===== src/design/sct_pkg.sv =====
`timescale 1ns / 1ps
// ----------------------------------------------------------------------------
// sct_pkg
// Shared types and constants for the scope capture trigger.
// ----------------------------------------------------------------------------
package sct_pkg;

  localparam int BUFFER_DEPTH = 512;
  localparam int IDX_W        = $clog2(BUFFER_DEPTH + 1);
  localparam int STORE_IDX_W  = 9;
  localparam int CNT_W        = 17;
  localparam int SAMPLE_W     = 16;
  localparam int CFG_DATA_W   = 16;
  localparam int CFG_INDEX_W  = 3;

  localparam logic [IDX_W-1:0]       DEPTH_IDX  = IDX_W'(BUFFER_DEPTH);
  localparam logic [STORE_IDX_W-1:0] LAST_SLOT  = STORE_IDX_W'(BUFFER_DEPTH - 1);

  // configuration register indexes
  typedef enum logic [CFG_INDEX_W-1:0] {
    REG_DECIMATION = 3'd0,
    REG_LEVEL      = 3'd1,
    REG_HYSTERESIS = 3'd2,
    REG_HOLDOFF    = 3'd3,
    REG_XY_MODE    = 3'd4
  } cfg_reg_t;

  // Schmitt trigger state
  typedef enum logic [2:0] {
    SCH_UNDECIDED = 3'b001,
    SCH_LOW       = 3'b010,
    SCH_HIGH      = 3'b100
  } schmitt_t;

  typedef struct packed {
    logic                       stored;
    logic [STORE_IDX_W-1:0]     store_index;
    logic signed [SAMPLE_W-1:0] stored_x;
    logic signed [SAMPLE_W-1:0] stored_y;
    logic                       last;
    logic                       waiting;
    logic                       rearmed;
  } result_t;

  typedef struct packed {
    logic signed [SAMPLE_W-1:0] level;
    logic [14:0]                hysteresis;
  } trig_cfg_t;

endpackage


===== src/design/sct_sample_if.sv =====
`timescale 1ns / 1ps
// ----------------------------------------------------------------------------
// sct_sample_if
// Valid/ready channel carrying one X/Y sample pair per beat.
// ----------------------------------------------------------------------------
interface sct_sample_if;
  logic                                        valid;
  logic                                        ready;
  logic signed [sct_pkg::SAMPLE_W-1:0]         sample_x;
  logic signed [sct_pkg::SAMPLE_W-1:0]         sample_y;

  modport source (output valid, output sample_x, output sample_y, input ready);
  modport sink   (input valid, input sample_x, input sample_y, output ready);
endinterface


===== src/design/sct_result_if.sv =====
`timescale 1ns / 1ps
// ----------------------------------------------------------------------------
// sct_result_if
// Valid/ready channel carrying one capture result per beat.
// ----------------------------------------------------------------------------
interface sct_result_if;
  logic                                    valid;
  logic                                    ready;
  logic                                    stored;
  logic [sct_pkg::STORE_IDX_W-1:0]         store_index;
  logic signed [sct_pkg::SAMPLE_W-1:0]     stored_x;
  logic signed [sct_pkg::SAMPLE_W-1:0]     stored_y;
  logic                                    last;
  logic                                    waiting;
  logic                                    rearmed;

  modport source (output valid, output stored, output store_index, output stored_x,
                  output stored_y, output last, output waiting, output rearmed,
                  input ready);
  modport sink   (input valid, input stored, input store_index, input stored_x,
                  input stored_y, input last, input waiting, input rearmed,
                  output ready);
endinterface


===== src/design/scope_capture_trigger_core.sv =====
`timescale 1ns / 1ps
// ----------------------------------------------------------------------------
// scope_capture_trigger_core
// Decimating triggered capture controller for a two-channel scope.
// ----------------------------------------------------------------------------
// Takes one sample pair per clock and returns one result beat per pair,
// registered in the cycle after acceptance. All counters, the Schmitt compare
// and the re-arm decision settle combinationally ahead of the result register,
// so the sustained rate is one pair per clock; sample.ready drops only while the
// result register holds a beat that the sink has not taken.
module scope_capture_trigger_core (
  input  logic                                    clk,
  input  logic                                    rst,
  input  logic                                    cfg_we,
  input  logic [sct_pkg::CFG_INDEX_W-1:0]         cfg_index,
  input  logic [sct_pkg::CFG_DATA_W-1:0]          cfg_data,
  sct_sample_if.sink                              sample,
  sct_result_if.source                            result
);

  // configuration
  logic [15:0]                decimation_count;
  sct_pkg::trig_cfg_t         trig;
  logic [15:0]                holdoff_ticks;
  logic                       xy_mode;

  // capture state
  logic [sct_pkg::IDX_W-1:0]  capture_index;
  logic                       buffer_full;
  logic [sct_pkg::CNT_W-1:0]  sample_counter;
  sct_pkg::schmitt_t          schmitt_state;

  logic [sct_pkg::IDX_W-1:0]  capture_index_next;
  logic                       buffer_full_next;
  logic [sct_pkg::CNT_W-1:0]  sample_counter_next;
  sct_pkg::schmitt_t          schmitt_state_next;

  sct_pkg::result_t           res;
  sct_pkg::result_t           res_next;
  logic                       res_valid;

  logic                       accept;
  logic [sct_pkg::CNT_W-1:0]  cnt_inc;
  logic [sct_pkg::IDX_W-1:0]  idx_inc;
  logic                       store_now;
  logic                       fill_now;
  logic [sct_pkg::CNT_W-1:0]  cnt_mid;
  logic [sct_pkg::CNT_W-1:0]  wait_cnt;
  logic                       full_mid;
  logic                       fired;
  sct_pkg::schmitt_t          sch_after;
  logic                       rearm;

  assign sample.ready = !res_valid || result.ready;
  assign accept       = sample.valid && sample.ready;

  always_ff @(posedge clk) begin
    if (rst) begin
      decimation_count <= 16'd689;
      trig.level       <= '0;
      trig.hysteresis  <= 15'd328;
      holdoff_ticks    <= 16'd4410;
      xy_mode          <= 1'b0;
    end else if (cfg_we) begin
      case (sct_pkg::cfg_reg_t'(cfg_index))
        sct_pkg::REG_DECIMATION: decimation_count <= cfg_data;
        sct_pkg::REG_LEVEL:      trig.level       <= $signed(cfg_data);
        sct_pkg::REG_HYSTERESIS: trig.hysteresis  <= cfg_data[14:0];
        sct_pkg::REG_HOLDOFF:    holdoff_ticks    <= cfg_data;
        sct_pkg::REG_XY_MODE:    xy_mode          <= cfg_data[0];
        default: ;
      endcase
    end
  end

  // capture phase: decimate and store
  assign cnt_inc   = sample_counter + 1'b1;
  assign idx_inc   = capture_index + 1'b1;
  assign store_now = !buffer_full && (cnt_inc > {1'b0, decimation_count});
  assign fill_now  = store_now && (idx_inc >= sct_pkg::DEPTH_IDX);
  assign full_mid  = buffer_full || fill_now;
  assign cnt_mid   = buffer_full ? sample_counter : (store_now ? '0 : cnt_inc);

  // wait phase: Schmitt trigger and holdoff
  assign wait_cnt  = cnt_mid + 1'b1;

  sct_schmitt u_schmitt (
    .state      (schmitt_state),
    .restart    (cnt_mid == '0),
    .x          (sample.sample_x),
    .trig       (trig),
    .state_next (sch_after),
    .fired      (fired)
  );

  assign rearm = full_mid &&
                 (xy_mode || fired || (wait_cnt >= {1'b0, holdoff_ticks}));

  always_comb begin
    capture_index_next  = store_now ? idx_inc : capture_index;
    buffer_full_next    = full_mid;
    sample_counter_next = cnt_mid;
    schmitt_state_next  = schmitt_state;
    if (full_mid && !xy_mode) begin
      sample_counter_next = wait_cnt;
      schmitt_state_next  = sch_after;
    end
    if (rearm) begin
      capture_index_next  = '0;
      sample_counter_next = '0;
      buffer_full_next    = 1'b0;
    end

    res_next.stored      = store_now;
    res_next.store_index = store_now ? capture_index[sct_pkg::STORE_IDX_W-1:0] : '0;
    res_next.stored_x    = store_now ? sample.sample_x : '0;
    res_next.stored_y    = store_now ? sample.sample_y : '0;
    res_next.last        = fill_now;
    res_next.waiting     = buffer_full_next;
    res_next.rearmed     = rearm;
  end

  always_ff @(posedge clk) begin
    if (rst) begin
      capture_index  <= '0;
      buffer_full    <= 1'b0;
      sample_counter <= '0;
      schmitt_state  <= sct_pkg::SCH_UNDECIDED;
      res_valid      <= 1'b0;
    end else begin
      if (accept) begin
        capture_index  <= capture_index_next;
        buffer_full    <= buffer_full_next;
        sample_counter <= sample_counter_next;
        schmitt_state  <= schmitt_state_next;
        res_valid      <= 1'b1;
      end else if (result.ready) begin
        res_valid      <= 1'b0;
      end
    end
  end

  // hold the beat until taken
  always_ff @(posedge clk) begin
    if (accept) res <= res_next;
  end

  assign result.valid       = res_valid;
  assign result.stored      = res.stored;
  assign result.store_index = res.store_index;
  assign result.stored_x    = res.stored_x;
  assign result.stored_y    = res.stored_y;
  assign result.last        = res.last;
  assign result.waiting     = res.waiting;
  assign result.rearmed     = res.rearmed;

  a_full_matches_index: assert property (@(posedge clk) disable iff (rst)
    buffer_full == (capture_index == sct_pkg::DEPTH_IDX))
    else $error("buffer_full out of step with capture_index");

  a_last_is_final_slot: assert property (@(posedge clk) disable iff (rst)
    (result.valid && result.last) |->
      (result.stored && result.store_index == sct_pkg::LAST_SLOT))
    else $error("last without a store to the final slot");

  a_no_store_zero: assert property (@(posedge clk) disable iff (rst)
    (result.valid && !result.stored) |->
      (result.store_index == '0 && result.stored_x == '0 &&
       result.stored_y == '0 && !result.last))
    else $error("unstored result carries data");

  a_rearm_not_waiting: assert property (@(posedge clk) disable iff (rst)
    (result.valid && result.rearmed) |-> !result.waiting)
    else $error("re-armed result still reports waiting");

  a_accept_moves_state: assert property (@(posedge clk) disable iff (rst)
    !accept |=> ($stable(capture_index) && $stable(sample_counter)))
    else $error("capture state moved without an accepted sample");

endmodule


===== src/design/sct_schmitt.sv =====
`timescale 1ns / 1ps
// ----------------------------------------------------------------------------
// sct_schmitt
// Next-state logic of the Schmitt trigger on X, with fire on low-to-high.
// ----------------------------------------------------------------------------
module sct_schmitt (
  input  sct_pkg::schmitt_t                    state,
  input  logic                                 restart,
  input  logic signed [sct_pkg::SAMPLE_W-1:0]  x,
  input  sct_pkg::trig_cfg_t                   trig,
  output sct_pkg::schmitt_t                    state_next,
  output logic                                 fired
);

  logic signed [sct_pkg::SAMPLE_W+1:0] lo;
  logic signed [sct_pkg::SAMPLE_W+1:0] x_ext;
  logic                                at_hi;
  logic                                at_lo;
  sct_pkg::schmitt_t                   cur;

  assign lo    = (sct_pkg::SAMPLE_W+2)'(trig.level)
               - $signed({3'b000, trig.hysteresis});
  assign x_ext = (sct_pkg::SAMPLE_W+2)'(x);
  assign at_hi = x >= trig.level;
  assign at_lo = x_ext <= lo;
  // the wait starts from the undecided state
  assign cur   = restart ? sct_pkg::SCH_UNDECIDED : state;

  always_comb begin
    state_next = cur;
    fired      = 1'b0;
    case (cur)
      sct_pkg::SCH_LOW: begin
        if (at_hi) begin
          state_next = sct_pkg::SCH_HIGH;
          fired      = 1'b1;
        end
      end
      sct_pkg::SCH_HIGH: begin
        if (at_lo) state_next = sct_pkg::SCH_LOW;
      end
      default: begin
        if (at_hi)      state_next = sct_pkg::SCH_HIGH;
        else if (at_lo) state_next = sct_pkg::SCH_LOW;
      end
    endcase
  end

endmodule

===== src/flat_wrapper.sv =====
// flat-port wrapper written by rule: the top's interface ports become plain ports
module scope_capture_trigger_core_flat 
  (clk, rst, cfg_we, cfg_index, cfg_data, sample_valid, sample_sample_x, sample_sample_y, sample_ready, result_valid, result_stored, result_store_index, result_stored_x, result_stored_y, result_last, result_waiting, result_rearmed, result_ready);
  sct_sample_if sample_i ();
  sct_result_if result_i ();
  input  logic clk;
  input  logic rst;
  input  logic cfg_we;
  input  logic [sct_pkg::CFG_INDEX_W-1:0] cfg_index;
  input  logic [sct_pkg::CFG_DATA_W-1:0] cfg_data;
  input wire logic [$bits(sample_i.valid)-1:0] sample_valid;
  input wire logic [$bits(sample_i.sample_x)-1:0] sample_sample_x;
  input wire logic [$bits(sample_i.sample_y)-1:0] sample_sample_y;
  output wire logic [$bits(sample_i.ready)-1:0] sample_ready;
  output wire logic [$bits(result_i.valid)-1:0] result_valid;
  output wire logic [$bits(result_i.stored)-1:0] result_stored;
  output wire logic [$bits(result_i.store_index)-1:0] result_store_index;
  output wire logic [$bits(result_i.stored_x)-1:0] result_stored_x;
  output wire logic [$bits(result_i.stored_y)-1:0] result_stored_y;
  output wire logic [$bits(result_i.last)-1:0] result_last;
  output wire logic [$bits(result_i.waiting)-1:0] result_waiting;
  output wire logic [$bits(result_i.rearmed)-1:0] result_rearmed;
  input wire logic [$bits(result_i.ready)-1:0] result_ready;
  assign sample_i.valid = sample_valid;
  assign sample_i.sample_x = sample_sample_x;
  assign sample_i.sample_y = sample_sample_y;
  assign sample_ready = sample_i.ready;
  assign result_valid = result_i.valid;
  assign result_stored = result_i.stored;
  assign result_store_index = result_i.store_index;
  assign result_stored_x = result_i.stored_x;
  assign result_stored_y = result_i.stored_y;
  assign result_last = result_i.last;
  assign result_waiting = result_i.waiting;
  assign result_rearmed = result_i.rearmed;
  assign result_i.ready = result_ready;
  scope_capture_trigger_core u_core (.clk(clk), .rst(rst), .cfg_we(cfg_we), .cfg_index(cfg_index), .cfg_data(cfg_data), .sample(sample_i), .result(result_i));
endmodule

===== config.mk =====
export PLATFORM = sky130hd
export DESIGN_NAME = scope_capture_trigger_core_flat
export DESIGN_NICKNAME = d
export VERILOG_FILES = /design/src/design/sct_pkg.sv /design/src/design/sct_sample_if.sv /design/src/design/sct_result_if.sv /design/src/design/scope_capture_trigger_core.sv /design/src/design/sct_schmitt.sv /design/src/flat_wrapper.sv
export SDC_FILE = /design/constraint.sdc
export NUM_CORES = 1
export LEC_CHECK = 0
export ABC_AREA = 1
export BUFFER_PORTS_ARGS = -buffer_cell sky130_fd_sc_hd__clkbuf_2
export CAP_MARGIN = 20
export CORE_MARGIN = 2
export CORE_UTILIZATION = 54
export CTS_CLUSTER_DIAMETER = 100
export CTS_CLUSTER_SIZE = 30
export DETAILED_ROUTE_END_ITERATION = 10
export MAX_ROUTING_LAYER = met4
export PLACE_DENSITY = 0.79
export RECOVER_POWER = 50
export SETUP_SLACK_MARGIN = 0.02
export SLEW_MARGIN = 25
export SYNTH_ARGS = -nofsm -noshare
export SYNTH_HDL_FRONTEND = slang
export SYNTH_SLANG_ARGS = --single-unit
export TNS_END_PERCENT = 50

===== constraint.sdc =====
create_clock -name clk -period 4.7 [get_ports clk]
set_input_delay 0.47 -clock clk [delete_from_list [all_inputs] [get_ports clk]]
set_output_delay 0.47 -clock clk [all_outputs]
set_load 0.005 [all_outputs]

# After elaboration in Yosys (flattened, before gate mapping)
# Index checks and enable logic that the tools add are counted.
[op_classes]
add_sub_neg = 4
multipliers = 0
n_div = 0
order_cmp = 5
eq_ne = 6
shifts = 0
muxes = 16
n_bitwise = 0
reduce_logical = 23
[op_table]
columns = ["op", "count"]
rows = [
  ["two-way mux 17 bit", 4],
  ["adder 17 x 1 -> 17 bit (second input constant)", 2],
  ["two-way mux 10 bit", 2],
  [">= comparator 17 x 16 -> 1 bit", 1],
  ["greater-than comparator 17 x 16 -> 1 bit", 1],
  ["<= comparator 16 x 17 -> 1 bit", 1],
  ["zero test 17 bit", 1],
  ["subtractor 16 x 16 -> 17 bit", 1],
  [">= comparator 16 bit", 1],
  ["AND reduction 2 bit", 7],
  ["two-way mux 3 bit", 4],
  ["adder 10 x 1 -> 10 bit (second input constant)", 1],
  [">= comparator 10 bit (second input constant)", 1],
  ["== test 3 x 2 -> 1 bit (second input constant)", 3],
  ["== test 3 bit (second input constant)", 2],
  ["one-hot mux 3 bit (2 select lines)", 1],
  ["logical AND 1 bit", 5],
  ["two-way mux 1 bit", 5],
  ["logical OR 1 bit", 4],
  ["nonzero test 2 bit", 2],
  ["== test 3 x 1 -> 1 bit (second input constant)", 1],
  ["zero test 1 bit", 3],
  ["zero test 3 bit", 1],
]
[totals]
reg_bits = 141
latch_bits = 0
ram_bits = 0
rom_bits = 0
input_bits = 56
output_inout_bits = 47
n_memories = 0

# Depth between registers and ports, before layout
[depth]
depth_word = 14
mapped_depth = 49

# Modules after synthesis
# From an unflattened synthesis, not the netlist that was laid out.
[hier_totals]
cells_unflattened = 1251
hier_area_um2 = 9180.1
[by_module_without_submodules]
columns = ["module", "instances", "cells_each", "area_each_um2", "seq_area_each_um2"]
rows = [
  ["scope_capture_trigger_core", 1, 962, 7402.1, 3273.1],
  ["sct_schmitt", 1, 289, 1778.0, 0.0],
]

# Least setup slack after synthesis
# No wires, ideal clock.
[synth_path]
path_kind = "reg-to-reg"
start = "register u_core.sample_counter[0] (netlist bit)"
end = "register u_core.sample_counter[9] (netlist bit)"
t_arrival_ns = 4.682
required_ns = 4.505
slack_ns = -0.177
stages_incl_launch_ff = 41
n_path_buf = 2
synth_period_minus_slack_ns = 4.877
cell_sequence = "dfxtp_1 ha_1 nand3_2 nor2_4 nand2_2 nor2_4 nand3_1 nor2_1 xor2_1 inv_1 ha_1 a21oi_1 o21a_1 nand2_1 nand2_1 nand2_1 nand2_1 nand2_1 [5 not listed] nand2_1 nor2_4 nand2_2 nor2_1 nand2_1 xor2_1 inv_1 ha_1 nand2_1 inv_1 nand3_1 o41ai_1 a21oi_1 nand3_2 nand2_4 buf_4 o211ai_1 a21oi_1"
[synth_between]
elab_chain_len = 13
elab_cells_between_ends = 19
[synth_rtl]
columns = ["element", "line", "text"]
rows = [
  ["start, declared", "scope_capture_trigger_core.sv:30", "logic [sct_pkg::CNT_W-1:0] sample_counter;"],
  ["start signal, assigned", "scope_capture_trigger_core.sv:134", "sample_counter <= sample_counter_next;"],
  ["parallel branches: the longest is 12 deep, another holds adder 17 x 1 -> 17 bit", "n/a", ""],
  ["two-way mux 17 bit *", "scope_capture_trigger_core.sv:108", "if (rearm) begin"],
]
# Mark *: on every way between the ends.
# A chain may end at the register's enable or synchronous reset.

# Final worst setup path
[layout_path]
start = "register u_core.sample_counter[1] (netlist bit)"
end = "register u_core.sample_counter[2] (netlist bit)"
# Same word-level chain as after synthesis.

==> impl_metrics.py <==
metrics = {
    "clocking": {
        "cts.clk_slew.worst_paths_ns": 0.06,
        "ctsHtreeMaxLevel": 4,
        "clkSinkCount": 141,
        "clock_latency_ns": 0.43,
        "cts_tree": "done",
        "cts_buffers": 17,
        "root_buffer": "clkbuf_16",
        "clock_path_buffers": 2,
    },
    "layout": {
        "drive_gt1_share_pct": 27.28,
        "final_nets": 1522,
        "post-route-util_pct": 72.43,
        "fin_area_mm2": 0.01155,
        "antennaDiodeCount": 0,
        "syn2layout_area_growth_pct": 30.46,
    },
    "worst_setup_path": {
        "slowest_stage": "dfxtp_4",
        "arrival_ns": 5.69,
        "end_kind": "register",
        "crit_buf_inv": 5,
        "cp_max_fo": 8,
        "required_ns": 5.03,
        "crit_top_cell": "nand2_1",
        "cp_top_family": "simple AND/OR/NAND/NOR gates",
        "critical_path_class": "register to register",
        "start_kind": "register",
        "slowest_delay_ns": 0.38,
    },
    "logic_synthesis": {
        "yosysMostFrequentCell": "inv_1",
        "avgSynthCellArea_um2": 7.546,
        "synth_ff_type": "dfxtp_1",
        "synth-seq-cells": 141,
        "synth_compound_area_share_pct": 15.35,
        "synth_nets": 1314,
        "synth_edf_count": 45,
        "synth-simple-area-share_pct": 20.99,
        "yosysSeqAreaShare_pct": 36.98,
        "syn_area_mm2": 0.008851,
        "yosys-top-cells-area": "dfxtp_1 (22%), edfxtp_1 (15%), ha_1 (12%)",
        "synth_cells": 1173,
        "synth-xor-area-share_pct": 3.958,
        "yosysTopAreaCell": "dfxtp_1",
        "yosysWarnings": 0,
        "synth_fa_ha_area_share_pct": 12.10,
        "netlist_top_cells_count": "inv_1 (195), nand2_1 (189), nor2_1 (129), a21oi_1 (120), dfxtp_1 (96)",
        "muxShareOfSynthArea_pct": 0,
        "synth_top_area_share_pct": 21.71,
        "async_reset_ff_share_pct": 0,
        "synth_top_family_by_area": "simple AND/OR/NAND/NOR gates",
        "post_synth_num_cell_types": 48,
    },
    "sta": {
        "slew_violations": 0,
        "max_freq_mhz": 186.5,
        "tns_ns": -17.80,
        "setup_viol": 29,
        "holdWs_ns": 0.3309,
        "timing.final.ws_setup_ns": -0.6608,
        "rsz0062_at_grt": "true",
        "tightest_slew_ns": 0.8737,
        "fin_worst_skew_ns": 0.007542,
        "slew_headroom_pct": 41.30,
        "fin_crit_ns": 5.361,
        "hold_violations": 0,
        "period_share_pct": 114.1,
    },
    "die": {
        "start_util_pct": 55.52,
        "fp.coreArea_mm2": 0.01594,
        "core.rowCount": 46,
        "die_area_mm2": 0.01743,
        "dieHeight_um": 132.0,
        "ios": 103,
        "dieWidth_um": 132.0,
    },
    "flow_run": {
        "drv_cap": 0,
    },
    "grt": {
        "grt_max_degree": 61,
        "grt_pass1_wl_um": 39500,
        "grt-ovfl-total": 0,
        "antenna_found_initial": 0,
        "grt_usage_pct": 28.96,
        "grt_pass1_vias": 8285,
    },
    "routing": {
        "drcViolationCount": 0,
        "wire_per_inst_um": 15.74,
        "first_pass_iters": 5,
        "ant_nets": 0,
        "vias_per_cell": 5.382,
        "via_count": 8660,
        "wl_um": 25330,
        "drt_iter0_drc": 876,
    },
    "power": {
        "leakagePower_nw": 5.488,
        "powerDensity_mw_per_mm2": 324.1,
        "vdd_drop_max_mv": 0.2799,
    },
    "place": {
        "dp_worst_setup_slack_ns": -0.6551,
        "gp_congestion": 0.9545,
        "port_buffers": 102,
        "hpwl_um": 17370,
        "placed_area_mm2": 0.01028,
    },
    "min_path": {
        "hp-class": "input port to register",
    },
    "status": {
        "status": "complete, but fails checks",
        "violations": "setup timing",
    },
}
[worst register-to-register path: cells and delay by family (launching register included)]
family / cells / cell delay [ns]
buf+inv: 5 / 0.48
flops: 1 / 0.38
fa+ha+maj: 3 / 0.68
compound gates: 6 / 0.83
xor+xnor: 1 / 0.18
simple gates: 28 / 2.71
[layer usage]
layer | track usage (%) | wire [µm] | vias up
li1 | - | - | 4227
met1 | 32.81 | 10350 | 4008
met2 | 49.39 | 12300 | 336
met3 | 5.921 | 1482 | 89
met4 | 12.98 | 1191 | 0
met5 | - | 0 | -
[registers in the layout, summed over array words and instances, names as in the netlist]
| register | flops |
|---|---|
| u_core.trig | 31 |
| u_core.sample_counter | 17 |
| u_core.decimation_count | 16 |
| u_core.holdoff_ticks | 16 |
| u_core.result.stored_x | 16 |
| u_core.result.stored_y | 16 |
| u_core.capture_index | 10 |
| u_core.result.store_index | 9 |
| u_core.schmitt_state | 3 |
| u_core.buffer_full | 1 |
| u_core.result.last | 1 |
| u_core.result.rearmed | 1 |
| u_core.result.stored | 1 |
| u_core.result.valid | 1 |
| u_core.result.waiting | 1 |
| u_core.xy_mode | 1 |
[kinds of logic (layout without fill, tap and decap cells)]
kind of cell,after synthesis,count (layout)
AND/OR/NAND/NOR,422,423
adder cells (fa/ha/maj),85,85
AO/OA/AOI/OAI,246,246
flip-flops,141,141
XOR/XNOR,40,40
buffers and inverters,239,458
[cell usage in the layout (no fill, tap or decap), types with 21 or more instances in the layout]
cell,count
clkbuf_1,21
nor2_1,117
nand2_2,39
inv_1,188
buf_4,119
a21oi_1,115
dfxtp_1,91
xor2_1,24
nand3_1,23
o21ai_0,76
edfxtp_1,45
clkbuf_2,81
nand2_1,159
ha_1,74
[metrics by stage]
stage                     std cells  power (mW)
after floorplan                1173       1.962
after global placement         1551       2.267
after detailed placement       1551       2.296
after CTS                      1602       3.663
after global routing           1609       3.910
final                          1609       3.743
[what timing repair did]
action,in CTS,in global routing
hold buffers,0,0
resized for setup,56,56
pin swaps,30,35
cloned,1,0
endpoints found under the setup margin,29,32
buffers inserted,19,7
[path summary, 6_finish.rpt]
kind | startpoint | end | slack [ns] | depth (start not counted)
hold reg to reg | u_core.decimation_count[2] | u_core.decimation_count[2] | 0.46 | 2
hold / removal | cfg_data[1] | u_core.holdoff_ticks[1] | 0.33 | 3
setup reg to reg | u_core.sample_counter[1] | u_core.sample_counter[2] | -0.66 | 43
setup / recovery | u_core.sample_counter[1] | u_core.sample_counter[2] | -0.66 | 43
[where the power goes]
| group | internal [mW] | switching (mW) | total (mW) | leakage [nW] |
|---|---|---|---|---|
| sequential | 1.35 | 0.0370 | 1.39 | 1.24 |
| combinational | 0.431 | 0.609 | 1.04 | 3.96 |
| clock | 0.801 | 0.515 | 1.32 | 0.291 |
| total | 2.58 | 1.16 | 3.74 | 5.49 |
[final cells by class]
cell class	instances	area [µm²]
clock inverter	7	50.05
fill	1131	4395
multi-input combinational	794	5191
timing repair buffer	226	1443
sequential	141	3287
clock buffer	24	539.3
tap	216	270.3
inverter	201	767.0
Note: power is estimated with default switching activity, not from simulation.
